[config.mk]
export PLATFORM = sky130hd
export DESIGN_NAME = think_tag_stream_splitter_flat
export DESIGN_NICKNAME = d
export VERILOG_FILES = /design/src/tts_pkg.sv /design/src/tts_stream_if.sv /design/src/tts_matcher.sv /design/src/tts_burst.sv /design/src/think_tag_stream_splitter.sv /design/src/flat_wrapper.sv
export SDC_FILE = /design/constraint.sdc
export NUM_CORES = 1
export LEC_CHECK = 0
export BUFFER_PORTS_ARGS = -buffer_cell sky130_fd_sc_hd__buf_2
export CAP_MARGIN = 20
export CORE_MARGIN = 5
export CORE_UTILIZATION = 54
export DETAILED_ROUTE_END_ITERATION = 10
export HOLD_SLACK_MARGIN = 0.08
export PLACE_DENSITY = 0.8
export SYNTH_ARGS = -nofsm -noshare
export SYNTH_HDL_FRONTEND = slang
export SYNTH_HIERARCHICAL = 1
export SYNTH_SLANG_ARGS = --single-unit
[constraint.sdc]
create_clock -name clk -period 4.45 [get_ports clk]
set_input_delay 0 -clock clk [delete_from_list [all_inputs] [get_ports clk]]
set_output_delay 0 -clock clk [all_outputs]
set_load 0.01 [all_outputs]
[src/tts_pkg.sv]
package tts_pkg;

	typedef logic [7:0] byte_t;

	localparam int unsigned OPEN_LEN  = 7;
	localparam int unsigned CLOSE_LEN = 8;

	localparam byte_t LT_CHAR = 8'h3C;

	localparam byte_t OPEN_TAG [0:7] = '{
		8'h3C, 8'h74, 8'h68, 8'h69, 8'h6E, 8'h6B, 8'h3E, 8'h00
	};
	localparam byte_t CLOSE_TAG [0:7] = '{
		8'h3C, 8'h2F, 8'h74, 8'h68, 8'h69, 8'h6E, 8'h6B, 8'h3E
	};

	localparam logic CFG_SPLIT_ENABLE       = 1'b0;
	localparam logic CFG_START_IN_REASONING = 1'b1;

	typedef struct packed {
		logic split_enable;
		logic start_in_reasoning;
	} cfg_t;

	// one item's worth of results: replayed tag prefix, then optional byte
	typedef struct packed {
		logic [2:0] rep_cnt;
		logic       close_sel;
		logic       chan;
		logic       has_byte;
		byte_t      data;
	} burst_t;

	function automatic byte_t tag_char(input logic close_sel, input logic [2:0] idx);
		byte_t c;
		if (close_sel) begin
			c = CLOSE_TAG[idx];
		end else begin
			c = OPEN_TAG[idx];
		end
		return c;
	endfunction

endpackage

[src/tts_stream_if.sv]
interface tts_item_if;
	logic       valid;
	logic       ready;
	logic [7:0] text_byte;
	logic       flush_item;

	modport source (output valid, output text_byte, output flush_item, input ready);
	modport sink (input valid, input text_byte, input flush_item, output ready);
endinterface

interface tts_result_if;
	logic       valid;
	logic       ready;
	logic [7:0] out_byte;
	logic       channel;
	logic       last_of_run;

	modport source (output valid, output out_byte, output channel, output last_of_run,
		input ready);
	modport sink (input valid, input out_byte, input channel, input last_of_run,
		output ready);
endinterface

[src/tts_matcher.sv]
module tts_matcher (
	input  logic          clk,
	input  logic          arst_n,
	tts_item_if.sink      item_ch,
	input  tts_pkg::cfg_t cfg,
	input  logic          burst_free,
	output logic          load,
	output tts_pkg::burst_t desc
);
	import tts_pkg::*;

	logic       valid_s1;
	byte_t      byte_s1;
	logic       flush_s1;

	logic       mode_q;
	logic [2:0] cnt_q;
	logic       mode_d;
	logic [2:0] cnt_d;

	logic       adv;
	logic       empty;
	logic       last_char;

	always_comb begin
		desc           = '0;
		desc.close_sel = mode_q;
		desc.chan      = mode_q;
		desc.data      = byte_s1;
		mode_d         = mode_q;
		cnt_d          = cnt_q;
		last_char      = mode_q ? (cnt_q == 3'(CLOSE_LEN - 1)) : (cnt_q == 3'(OPEN_LEN - 1));

		if (flush_s1) begin
			desc.rep_cnt = cnt_q;
			desc.chan    = cfg.split_enable & mode_q;
			cnt_d        = '0;
			mode_d       = cfg.start_in_reasoning;
		end else if (!cfg.split_enable) begin
			desc.rep_cnt  = cnt_q;
			desc.chan     = 1'b0;
			desc.has_byte = 1'b1;
			cnt_d         = '0;
		end else if (byte_s1 == tag_char(mode_q, cnt_q)) begin
			if (last_char) begin
				mode_d = ~mode_q;
				cnt_d  = '0;
			end else begin
				cnt_d = cnt_q + 3'd1;
			end
		end else begin
			desc.rep_cnt = cnt_q;
			if (byte_s1 == LT_CHAR) begin
				cnt_d = 3'd1;
			end else begin
				desc.has_byte = 1'b1;
				cnt_d         = '0;
			end
		end
	end

	assign empty         = (desc.rep_cnt == '0) && !desc.has_byte;
	assign adv           = valid_s1 && (empty || burst_free);
	assign load          = adv && !empty;
	assign item_ch.ready = !valid_s1 || adv;

	always_ff @(posedge clk or negedge arst_n) begin
		if (!arst_n) begin
			valid_s1 <= 1'b0;
			mode_q   <= 1'b0;
			cnt_q    <= '0;
		end else begin
			if (item_ch.valid && item_ch.ready) begin
				valid_s1 <= 1'b1;
			end else if (adv) begin
				valid_s1 <= 1'b0;
			end
			if (adv) begin
				mode_q <= mode_d;
				cnt_q  <= cnt_d;
			end
		end
	end

	always_ff @(posedge clk) begin
		if (item_ch.valid && item_ch.ready) begin
			byte_s1  <= item_ch.text_byte;
			flush_s1 <= item_ch.flush_item;
		end
	end

	// open tag never holds its full length
	a_open_cnt: assert property (@(posedge clk) disable iff (!arst_n)
		mode_q || (cnt_q != 3'd7))
		else $error("open tag match count out of range");

	a_state_hold: assert property (@(posedge clk) disable iff (!arst_n)
		!adv |=> ($stable(mode_q) && $stable(cnt_q)))
		else $error("match state moved without an item");

endmodule

[src/tts_burst.sv]
module tts_burst (
	input  logic            clk,
	input  logic            arst_n,
	input  logic            load,
	input  tts_pkg::burst_t desc,
	output logic            burst_free,
	tts_result_if.source    result_ch
);
	import tts_pkg::*;

	logic [2:0] rep_q;
	logic [2:0] idx_q;
	logic       has_q;
	logic       sel_q;
	logic       chan_q;
	byte_t      data_q;

	logic busy;
	logic last;
	logic xfer;

	assign busy = (rep_q != '0) || has_q;
	assign last = (rep_q == '0) || ((rep_q == 3'd1) && !has_q);
	assign xfer = result_ch.valid && result_ch.ready;

	assign result_ch.valid       = busy;
	assign result_ch.out_byte    = (rep_q != '0) ? tag_char(sel_q, idx_q) : data_q;
	assign result_ch.channel     = chan_q;
	assign result_ch.last_of_run = last;

	assign burst_free = !busy || (xfer && last);

	always_ff @(posedge clk or negedge arst_n) begin
		if (!arst_n) begin
			rep_q <= '0;
			has_q <= 1'b0;
			idx_q <= '0;
		end else if (load) begin
			rep_q <= desc.rep_cnt;
			has_q <= desc.has_byte;
			idx_q <= '0;
		end else if (xfer) begin
			if (rep_q != '0) begin
				rep_q <= rep_q - 3'd1;
				idx_q <= idx_q + 3'd1;
			end else begin
				has_q <= 1'b0;
			end
		end
	end

	always_ff @(posedge clk) begin
		if (load) begin
			sel_q  <= desc.close_sel;
			chan_q <= desc.chan;
			data_q <= desc.data;
		end
	end

	a_load_free: assert property (@(posedge clk) disable iff (!arst_n)
		load |-> burst_free)
		else $error("burst loaded while busy");

	a_load_busy: assert property (@(posedge clk) disable iff (!arst_n)
		load |=> busy)
		else $error("loaded burst produced no transfer");

	a_idx_range: assert property (@(posedge clk) disable iff (!arst_n)
		({1'b0, idx_q} + {1'b0, rep_q}) <= 4'd7)
		else $error("replay index past held prefix");

endmodule

[src/think_tag_stream_splitter.sv]
// Think-tag stream splitter.
// item_ch carries one text byte per transfer, or a flush marker (flush_item=1,
// text_byte ignored). With split_enable set, result_ch carries the bytes with
// <think> and </think> removed, each labeled content (channel 0) or reasoning
// (channel 1); otherwise all bytes pass on channel 0. last_of_run marks the
// final result caused by an item. Bytes that may start a tag are held; a
// mismatch replays them, then the byte, or holds the byte if it is <. A flush
// emits held bytes and reloads the start mode. Items that complete or extend a
// tag give no results. Config: cfg_we/cfg_idx/cfg_data, index 0 split_enable,
// 1 start_in_reasoning; write only while idle.
// Each item's first result passes the input register, then the result
// register. Items giving 0 or 1 results sustain one item per cycle while
// result_ch is ready; an item giving several results holds the result
// register while it sends them, one byte per cycle while result_ch is ready.
// Reset: no match held, content mode, split enabled. A stalled receiver holds
// the result register; items giving no results still pass, but the next item
// giving results waits in the input register, then item_ch.ready drops.
module think_tag_stream_splitter (
	input  logic          clk,
	input  logic          arst_n,
	tts_item_if.sink      item_ch,
	tts_result_if.source  result_ch,
	input  logic          cfg_we,
	input  logic          cfg_idx,
	input  logic          cfg_data
);
	import tts_pkg::*;

	cfg_t   cfg_q;
	logic   burst_free;
	logic   load;
	burst_t desc;

	always_ff @(posedge clk or negedge arst_n) begin
		if (!arst_n) begin
			cfg_q.split_enable       <= 1'b1;
			cfg_q.start_in_reasoning <= 1'b0;
		end else if (cfg_we) begin
			case (cfg_idx)
				CFG_SPLIT_ENABLE:       cfg_q.split_enable       <= cfg_data;
				CFG_START_IN_REASONING: cfg_q.start_in_reasoning <= cfg_data;
				default: ;
			endcase
		end
	end

	tts_matcher u_matcher (
		.clk        (clk),
		.arst_n     (arst_n),
		.item_ch    (item_ch),
		.cfg        (cfg_q),
		.burst_free (burst_free),
		.load       (load),
		.desc       (desc)
	);

	tts_burst u_burst (
		.clk        (clk),
		.arst_n     (arst_n),
		.load       (load),
		.desc       (desc),
		.burst_free (burst_free),
		.result_ch  (result_ch)
	);

endmodule
[src/flat_wrapper.sv]
// flat-port wrapper written by rule: the top's interface ports become plain ports
module think_tag_stream_splitter_flat import tts_pkg::*;
  (clk, arst_n, cfg_we, cfg_idx, cfg_data, item_ch_valid, item_ch_text_byte, item_ch_flush_item, item_ch_ready, result_ch_valid, result_ch_out_byte, result_ch_channel, result_ch_last_of_run, result_ch_ready);
  tts_item_if item_ch_i ();
  tts_result_if result_ch_i ();
  input  logic clk;
  input  logic arst_n;
  input  logic cfg_we;
  input  logic cfg_idx;
  input  logic cfg_data;
  input wire logic [$bits(item_ch_i.valid)-1:0] item_ch_valid;
  input wire logic [$bits(item_ch_i.text_byte)-1:0] item_ch_text_byte;
  input wire logic [$bits(item_ch_i.flush_item)-1:0] item_ch_flush_item;
  output wire logic [$bits(item_ch_i.ready)-1:0] item_ch_ready;
  output wire logic [$bits(result_ch_i.valid)-1:0] result_ch_valid;
  output wire logic [$bits(result_ch_i.out_byte)-1:0] result_ch_out_byte;
  output wire logic [$bits(result_ch_i.channel)-1:0] result_ch_channel;
  output wire logic [$bits(result_ch_i.last_of_run)-1:0] result_ch_last_of_run;
  input wire logic [$bits(result_ch_i.ready)-1:0] result_ch_ready;
  assign item_ch_i.valid = item_ch_valid;
  assign item_ch_i.text_byte = item_ch_text_byte;
  assign item_ch_i.flush_item = item_ch_flush_item;
  assign item_ch_ready = item_ch_i.ready;
  assign result_ch_valid = result_ch_i.valid;
  assign result_ch_out_byte = result_ch_i.out_byte;
  assign result_ch_channel = result_ch_i.channel;
  assign result_ch_last_of_run = result_ch_i.last_of_run;
  assign result_ch_i.ready = result_ch_ready;
  think_tag_stream_splitter u_core (.clk(clk), .arst_n(arst_n), .item_ch(item_ch_i), .result_ch(result_ch_i), .cfg_we(cfg_we), .cfg_idx(cfg_idx), .cfg_data(cfg_data));
endmodule
==> results of run 1 <==
[cells in the mapped netlist (all sizes together) (2+ instances only)]
cell | number | area [um2]
nand3 | 5 | 25.0
o21ai | 11 | 55.1
a31oi | 2 | 12.5
and3 | 2 | 12.5
nor2b | 2 | 12.5
o21a | 2 | 15.0
clkbuf | 2 | 7.51
mux4 | 2 | 45.0
nand2b | 7 | 43.8
mux2 | 3 | 37.5
inv | 15 | 56.3
or2 | 2 | 12.5
nand3b | 2 | 15.0
xor2 | 4 | 42.6
and2 | 2 | 12.5
a21oi | 16 | 80.1
mux2i | 5 | 50.1
xnor2 | 3 | 33.8
o31ai | 3 | 22.5
edfxtp | 19 | 571
o211ai | 4 | 30.0
dfrtp | 13 | 325
buf | 9 | 58.8
nor3 | 4 | 20.0
o31a | 2 | 18.8
o22ai | 2 | 12.5
ha | 17 | 213
nor2 | 15 | 56.3
nand2 | 19 | 71.3
or4 | 3 | 22.5
[timing repair]
item,4_1_cts,5_1_grt
gates resized for setup,0,0
hold endpoints to repair,28,0
endpoints found under the setup margin,0,0
hold buffers,16,0
[logic make-up after synthesis]
| group | count (synthesis) |
|---|---|
| adder cells (fa/ha/maj) | 17 |
| XOR/XNOR | 7 |
| flip-flops | 33 |
| multiplexers | 10 |
| buffers and inverters | 26 |
| AO/OA/AOI/OAI | 55 |
| AND/OR/NAND/NOR | 69 |
[metal layers]
| layer | global-route usage [%] | vias up | part of all wire, % |
|---|---|---|---|
| met5 | 0 | - | 0 |
| met2 | 28.1 | 34 | 48 |
| met1 | 23.3 | 804 | 46 |
| li1 | - | 867 | - |
| met3 | 4.51 | 6 | 4.2 |
| met4 | 6.64 | 0 | 1.7 |
[sequential cells by signal (all words and copies together), names as in the netlist]
signal / cells
u_core/u_matcher/flush_s1: 1
u_core/u_matcher/byte_s1: 8
u_core/u_matcher/mode_q: 1
u_core/u_burst/has_q: 1
u_core/u_matcher/valid_s1: 1
u_core/u_burst/sel_q: 1
u_core/u_burst/data_q: 8
u_core/cfg_q: 2
u_core/u_matcher/cnt_q: 3
u_core/u_burst/result_ch.channel: 1
u_core/u_burst/rep_q: 3
u_core/u_burst/idx_q: 3
[worst max path at each step]
stage / end / cells past startpoint / slack, ns
after global routing: u_core/u_burst/rep_q[1] / 12 / 0.45
after floorplan: u_core/u_burst/rep_q[1] / 11 / 0.70
after CTS: u_core/u_burst/rep_q[1] / 12 / 0.83
final: u_core/u_burst/rep_q[1] / 12 / 0.84
after global placement: u_core/u_burst/rep_q[1] / 12 / 1.0
after detailed placement: u_core/u_burst/rep_q[1] / 12 / 0.85
[cell type report]
cell class,instances,area (um2)
repair buffers,46,318
flip-flops and latches,33,922
fillers,323,1390
well taps,50,62.6
clock buffers,6,72.6
multi-input cells,158,1150
inverters,15,56.3
clock inverters,1,3.75
[power by group]
| group | switching, mW | total, mW | internal [mW] |
|---|---|---|---|
| clock network | 0.0935 | 0.198 | 0.105 |
| registers | 0.0963 | 0.498 | 0.402 |
| logic | 0.295 | 0.555 | 0.260 |
| total | 0.485 | 1.25 | 0.767 |
[layout by cell type, fill, tap and decap left out, types with 4 or more instances in the layout]
master,n
nor2_1,15
nand2b_1,7
mux2i_1,5
nor3_1,4
dfrtp_1,13
ha_1,17
nand3_1,5
a21oi_1,16
buf_2,27
nand2_1,19
o211ai_1,4
o21ai_0,10
edfxtp_1,19
dlygate4sd3_1,16
inv_1,14
clkbuf_8,5
==> impl_metrics.json, run 1 <==
{
  "hold_violations": 0,
  "drc": 0,
  "worst_slew_pin_slew_ns": 0.763,
  "slew_headroom_pct": 48.9,
  "synth_top_family_by_area": "compound AO/OA/AOI/OAI gates",
  "synth_compound_area_share_pct": 16.7,
  "grt_pass1_vias": 1609,
  "synth-adder-area-share_pct": 9.69,
  "r2r_end": "u_core/u_burst/rep_q[1]",
  "ys_warn_count": 6,
  "cellPowerDensity_nw_per_um2": 484,
  "whs_ns": 0.146,
  "io-pin-count": 28,
  "vdd_drop_max_uv": 267,
  "finalNonFillerCells": 309,
  "pre_cts_slack_ns": 0.851,
  "place_inst": 286,
  "core_um2": 3970,
  "clk_path_buf_depth": 2,
  "synthXorXnorAreaFrac_pct": 3.48,
  "synth_mux_area_share_pct": 6.04,
  "required_ns": 4.59,
  "grt_util_all_layers_pct": 17.8,
  "first_pass_iters": 4,
  "dieArea_um2": 5440,
  "period_share_pct": 81.2,
  "cap_violations": 0,
  "fin_crit_ns": 3.61,
  "layout-drive-gt1-share_pct": 19.3,
  "synth_edf_count": 19,
  "nets": 292,
  "worstHoldPathType": "primary input to asynchronous set/reset pin",
  "die_y_um": 73.8,
  "insertion_delay_ns": 0.28,
  "vias_per_cell": 5.54,
  "dpl_cell_area_um2": 2350,
  "ff2ff_path_depth": 12,
  "rrSetupSlack_ns": 0.84,
  "startpoint_type": "register",
  "yosysSeqAreaShare_pct": 42.0,
  "fmax_mhz": 277,
  "cp.arrival_ns": 3.75,
  "setup_slack_ns": 0.836,
  "numCtsBuffers": 5,
  "total_power_mw": 1.25,
  "timing.final.max_slew_violations": 0,
  "crit_type": "register to register",
  "yosys.area_share.simple_pct": 16.5,
  "drt-total-wl_mm": 4.30,
  "gr-total-overflow": 0,
  "synth_ff_type": "edfxtp_1",
  "p_leak_nw": 1.05,
  "synthArstFlopShare_pct": 42.4,
  "worstSetupStartpoint": "u_core/u_matcher/cnt_q[0]",
  "rows": 23,
  "rr_startpoint": "u_core/u_matcher/cnt_q[0]",
  "status": "finished, final reports clean",
  "root_buffer": "clkbuf_8",
  "synth_cell_types": 59,
  "die_w_um": 73.8,
  "cts-htree-levels": 2,
  "crit_fanout": 22,
  "grt_start_max_net_pins": 23,
  "dpl.hpwl_mm": 3.11,
  "tritoncts": "built",
  "worstPathCellList": "inv_1 -> ha_1 -> or2_0 -> mux4_2 -> xnor2_2 -> o2111ai_2 -> o32ai_1 -> nand2_1 -> a21oi_1 -> buf_4 -> or4_1 -> o311ai_0",
  "io_buffers": 27,
  "fin_setup_tns_ns": 0,
  "syn_area_um2": 2190,
  "cts_setup_buffers": 0,
  "cp.buffers_inverters": 2,
  "clock-sinks": 33,
  "antenna_found_initial": 0,
  "initialDrtViolationCount": 67,
  "final_area_um2": 2580,
  "cp_top_family": "compound AO/OA/AOI/OAI gates",
  "setup_viol": 0,
  "clk_pin_slew_ns": 0.06,
  "avgSynthCellArea_um2": 10.1,
  "n_antenna_cell": 0,
  "wl_per_cell_um": 13.9,
  "globalplace.congestion": 0.875,
  "vias": 1711,
  "antenna_left": 0,
  "cp_slowest_cell": "o32ai_1",
  "grt_pass1_wl_mm": 7.38,
  "area_delta_synth_final_pct": 17.8,
  "final_util_pct": 65.1,
  "clock_skew_ns": 0.00285,
  "cpPeakStageDelay_ns": 0.73,
  "synth_nets": 250,
  "initial_utilization_pct": 55.3,
  "critPathCaptureType": "register",
  "syn_inst": 217,
  "ys_seq_elements": 33,
  "rsz0062_at_grt": "false"
}
(Power assumes the default switching activity.)
==> run 2: changes to the inputs <==
==> constraint.sdc (replaced) <==
create_clock -name clk -period 3.6 [get_ports clk]
set_input_delay 0 -clock clk [delete_from_list [all_inputs] [get_ports clk]]
set_output_delay 0 -clock clk [all_outputs]
set_load 0.01 [all_outputs]
==> run 2 against run 1 <==
Effect of this change: global-route usage rose by 0.27 points; hold slack worse by 0.0065 ns; maximum frequency up 8.2%; design area up 1.4%; register-to-register slack worse by 0.58 ns; critical path depth fell by 2; via count increased by 0.94%; first-iteration DRC count increased by 91%; die area unchanged; setup slack got worse by 0.58 ns; sequential cell count stayed put; clock skew is 0.0014 ns higher; critical endpoint is now u_core/u_burst/data_q[3]; largest cell class unchanged.
==> impl_metrics.json, run 2 (synthesized netlist as in run 1, its figures left out) <==
{
  "cts-htree-levels": 2,
  "grt_pass1_wl_mm": 7.51,
  "cap_violations": 0,
  "io-pin-count": 28,
  "cp_slowest_cell": "dfrtp_1",
  "cpPeakStageDelay_ns": 0.53,
  "dpl_cell_area_um2": 2370,
  "rsz0062_at_grt": "false",
  "layout-drive-gt1-share_pct": 21.7,
  "dieArea_um2": 5440,
  "final_area_um2": 2620,
  "worstHoldPathType": "primary input to asynchronous set/reset pin",
  "drt-total-wl_mm": 4.32,
  "critPathCaptureType": "register",
  "slew_headroom_pct": 62.3,
  "first_pass_iters": 5,
  "insertion_delay_ns": 0.28,
  "rows": 23,
  "timing.final.max_slew_violations": 0,
  "die_w_um": 73.8,
  "cp.arrival_ns": 3.34,
  "vias_per_cell": 5.52,
  "grt_start_max_net_pins": 18,
  "cts_setup_buffers": 0,
  "gr-total-overflow": 0,
  "root_buffer": "clkbuf_8",
  "worstPathCellList": "inv_1 -> ha_1 -> or2_0 -> mux4_2 -> xnor2_2 -> o2111ai_2 -> o32ai_1 -> nand2_1 -> a21oi_2 -> buf_4",
  "required_ns": 3.59,
  "setup_slack_ns": 0.258,
  "rrSetupSlack_ns": 0.26,
  "io_buffers": 27,
  "final_util_pct": 66.0,
  "worst_slew_pin_slew_ns": 0.561,
  "nets": 295,
  "area_delta_synth_final_pct": 19.4,
  "crit_type": "register to register",
  "initialDrtViolationCount": 128,
  "setup_viol": 0,
  "whs_ns": 0.139,
  "n_antenna_cell": 0,
  "fin_crit_ns": 3.34,
  "cellPowerDensity_nw_per_um2": 602,
  "place_inst": 289,
  "fmax_mhz": 299,
  "vias": 1727,
  "crit_fanout": 10,
  "grt_pass1_vias": 1647,
  "dpl.hpwl_mm": 3.17,
  "clock-sinks": 33,
  "post_cts_resized": 0,
  "vdd_drop_max_uv": 322,
  "r2r_end": "u_core/u_burst/data_q[3]",
  "p_leak_nw": 1.07,
  "tritoncts": "built",
  "startpoint_type": "register",
  "final_common_cell": "buf_2",
  "ff2ff_path_depth": 10,
  "period_share_pct": 92.8,
  "total_power_mw": 1.58,
  "largestRegisters": "u_core/u_burst/data_q: 8 flops, u_core/u_matcher/byte_s1: 8 flops",
  "core_um2": 3970,
  "initial_utilization_pct": 55.3,
  "finalNonFillerCells": 313,
  "clk_path_buf_depth": 2,
  "status": "finished, final reports clean",
  "antenna_found_initial": 0,
  "rr_startpoint": "u_core/u_matcher/cnt_q[0]",
  "clock_skew_ns": 0.00422,
  "hold_violations": 0,
  "wl_per_cell_um": 13.8,
  "pre_cts_slack_ns": 0.308,
  "drc": 0,
  "mostFrequentLayoutCells": "buf_2, nand2_1, edfxtp_1, ha_1, dlygate4sd3_1",
  "antenna_left": 0,
  "die_y_um": 73.8,
  "grt_util_all_layers_pct": 18.0,
  "clk_pin_slew_ns": 0.07,
  "globalplace.congestion": 0.861,
  "fin_setup_tns_ns": 0,
  "numCtsBuffers": 5,
  "hold_buffers": 16
}
run 2: worst max path at each step:
stage,to,from,cells past startpoint
floorplan,u_core/u_burst/rep_q[1],u_core/u_matcher/cnt_q[0],11
global placement,u_core/u_burst/data_q[7],u_core/u_matcher/cnt_q[0],10
detailed placement,u_core/u_burst/data_q[3],u_core/u_matcher/cnt_q[0],10
CTS,u_core/u_burst/data_q[3],u_core/u_matcher/cnt_q[0],10
global route,u_core/u_burst/data_q[3],u_core/u_matcher/cnt_q[0],10
finish,u_core/u_burst/data_q[3],u_core/u_matcher/cnt_q[0],10
run 2: critical path, delay by kind of cell (launching register included):
| kind | cells | cell delay [ns] |
|---|---|---|
| compound gates | 3 | 0.88 |
| flops | 1 | 0.53 |
| fa+ha+maj | 1 | 0.26 |
| buf+inv | 2 | 0.41 |
| mux | 1 | 0.49 |
| xor+xnor | 1 | 0.15 |
| simple gates | 2 | 0.34 |
run 2: where the power goes:
| group | internal (mW) | switching, mW |
|---|---|---|
| combinational | 0.330 | 0.370 |
| sequential | 0.496 | 0.118 |
| clock | 0.133 | 0.129 |
run 2: layout make-up:
type | instances | area [um2]
fill | 312 | 1350
clock buffer | 5 | 68.8
tap | 50 | 62.6
timing repair buffer | 49 | 340
sequential | 33 | 922
multi-input combinational | 158 | 1150
clock inverter | 3 | 17.5
inverter | 15 | 56.3
run 2: metal layers:
layer  share of wire [%]  GRT usage, %  up-vias
met5                   0             0        -
met3                 4.7          4.10        5
met4                 1.5          6.64        0
met2                  48          28.9       44
li1                    -             -      870
met1                  46          23.7      808
==> run 3: changes to the inputs <==
--- a/config.mk
+++ b/config.mk
@@ -9,9 +9,11 @@
 export CAP_MARGIN = 20
 export CORE_MARGIN = 5
 export CORE_UTILIZATION = 54
+export CTS_CLUSTER_DIAMETER = 100
 export DETAILED_ROUTE_END_ITERATION = 10
 export HOLD_SLACK_MARGIN = 0.08
 export PLACE_DENSITY = 0.8
+export SETUP_SLACK_MARGIN = 0.4
 export SYNTH_ARGS = -nofsm -noshare
 export SYNTH_HDL_FRONTEND = slang
 export SYNTH_HIERARCHICAL = 1
==> run 3 against run 2 <==
Effect of this change: first-iteration DRC count rose by 13%; sequential power increased by 0.7%; hold slack gained 0.0032 ns; maximum frequency rose by 6.7%; count of clock-buffer cells in the layout increased by 2; sequential share of layout area down 0.95 points; die area unchanged; critical path type unchanged; largest cell class unchanged.
==> impl_metrics.json, run 3 (synthesized netlist as in run 1, its figures left out) <==
{
  "first_pass_iters": 4,
  "period_share_pct": 87.0,
  "cellPowerDensity_nw_per_um2": 598,
  "whs_ns": 0.142,
  "tritoncts": "built",
  "cts-htree-levels": 2,
  "critPathCaptureType": "register",
  "startpoint_type": "register",
  "vias_per_cell": 5.79,
  "die_y_um": 73.8,
  "vdd_drop_max_uv": 273,
  "antenna_found_initial": 0,
  "drc": 0,
  "grt_pass1_vias": 1691,
  "io_buffers": 27,
  "required_ns": 3.81,
  "crit_type": "register to register",
  "layout-drive-gt1-share_pct": 24.7,
  "gr-total-overflow": 0,
  "largestRegisters": "u_core/u_burst/data_q: 8 flops, u_core/u_matcher/byte_s1: 8 flops",
  "root_buffer": "clkbuf_8",
  "worst_slew_pin_slew_ns": 0.643,
  "p_leak_nw": 1.10,
  "numCtsBuffers": 5,
  "grt_util_all_layers_pct": 19.1,
  "antenna_left": 0,
  "grt_pass1_wl_mm": 7.97,
  "clk_pin_slew_ns": 0.06,
  "cp.arrival_ns": 3.34,
  "clock_skew_ns": 0.00550,
  "hold_violations": 0,
  "wl_per_cell_um": 15.2,
  "core_um2": 3970,
  "slew_headroom_pct": 56.8,
  "rows": 23,
  "drt-total-wl_mm": 4.82,
  "globalplace.congestion": 0.860,
  "cap_violations": 0,
  "initial_utilization_pct": 55.3,
  "clock-sinks": 33,
  "vias": 1835,
  "area_delta_synth_final_pct": 23.1,
  "status": "finished, final reports clean",
  "dpl.hpwl_mm": 3.31,
  "nets": 299,
  "dieArea_um2": 5440,
  "final_common_cell": "buf_2",
  "fmax_mhz": 319,
  "worstHoldPathType": "primary input to asynchronous set/reset pin",
  "rsz0062_at_grt": "false",
  "initialDrtViolationCount": 144,
  "n_antenna_cell": 0,
  "crit_fanout": 5,
  "timing.final.max_slew_violations": 0,
  "fin_crit_ns": 3.13,
  "clk_path_buf_depth": 2,
  "insertion_delay_ns": 0.29,
  "fin_setup_tns_ns": 0,
  "grt_start_max_net_pins": 19,
  "mostFrequentLayoutCells": "buf_2, nand2_1, edfxtp_1, dlygate4sd3_1, ha_1",
  "die_w_um": 73.8,
  "io-pin-count": 28,
  "setup_viol": 0
}
-- run 3: metal layers --
layer  wire, um  vias to the layer above  GRT usage [%]
met5          0                        -              0
met1       2080                      871           24.5
met3        281                       13           4.10
li1           -                      882              -
met2       2340                       69           30.4
met4        114                        0           9.05
-- run 3: where the power goes --
part / switching, mW / leakage [nW] / internal (mW) / total, mW
Combinational: 0.393 / 0.698 / 0.340 / 0.733
Clock: 0.129 / 0.0422 / 0.135 / 0.264
Sequential: 0.122 / 0.355 / 0.496 / 0.618
-- run 3: final timing paths --
kind                                              from                          end  slack [ns]  depth (start not counted)
setup / recovery             u_core/u_matcher/cnt_q[0]    u_core/u_matcher/cnt_q[1]        0.47                          9
hold / removal                                  arst_n      u_core/u_burst/idx_q[1]        0.14                          2
setup reg to reg             u_core/u_matcher/cnt_q[0]    u_core/u_matcher/cnt_q[1]        0.47                          9
hold reg to reg            u_core/u_matcher/byte_s1[7]     u_core/u_burst/data_q[7]        0.48                          0
max in group asynchronous                       arst_n              u_core/cfg_q[1]        3.16                          2
min in group clk                  item_ch_text_byte[2]  u_core/u_matcher/byte_s1[2]        0.42                          2
-- run 3: repair_timing --
action | 4_1_cts | 5_1_grt
endpoints found under the setup margin | 11 | 29
gates cloned | 0 | 1
setup buffers | 0 | 4
pin swaps | 0 | 3
hold endpoints to repair | 28 | 0
hold buffers | 16 | 0
resized for setup | 1 | 8
-- run 3: layout make-up --
| cell class | instances | area (um2) |
|---|---|---|
| clock inverters | 1 | 5.00 |
| repair buffers | 53 | 374 |
| well taps | 50 | 62.6 |
| multi-input cells | 158 | 1200 |
| fillers | 302 | 1270 |
| flip-flops and latches | 33 | 925 |
| inverters | 15 | 56.3 |
| clock buffers | 7 | 76.3 |
-- run 3: per-stage QoR --
step                      util [%]  std cells  power (mW)  instance area [um2]  setup slack (ns)
after detailed placement      60.1        288        1.33                 2390             0.327
after global routing          68.0        317        1.74                 2700             0.369
final                         68.0        317        1.62                 2700             0.469
after global placement        60.1        288        1.31                 2390             0.449
after CTS                     66.3        312        1.61                 2630             0.417
after floorplan                  -        217        1.12                 2220             0.403
-- run 3: worst max-delay path: stages (launching register included) --
cell and delay [ns]:
dfrtp_2 0.41, inv_1 0.10, ha_2 0.21, or2_0 0.23, mux4_2 0.50, xnor2_2 0.22
o2111ai_4 0.18, or4b_4 0.63, or4_1 0.49, o21ai_1 0.09
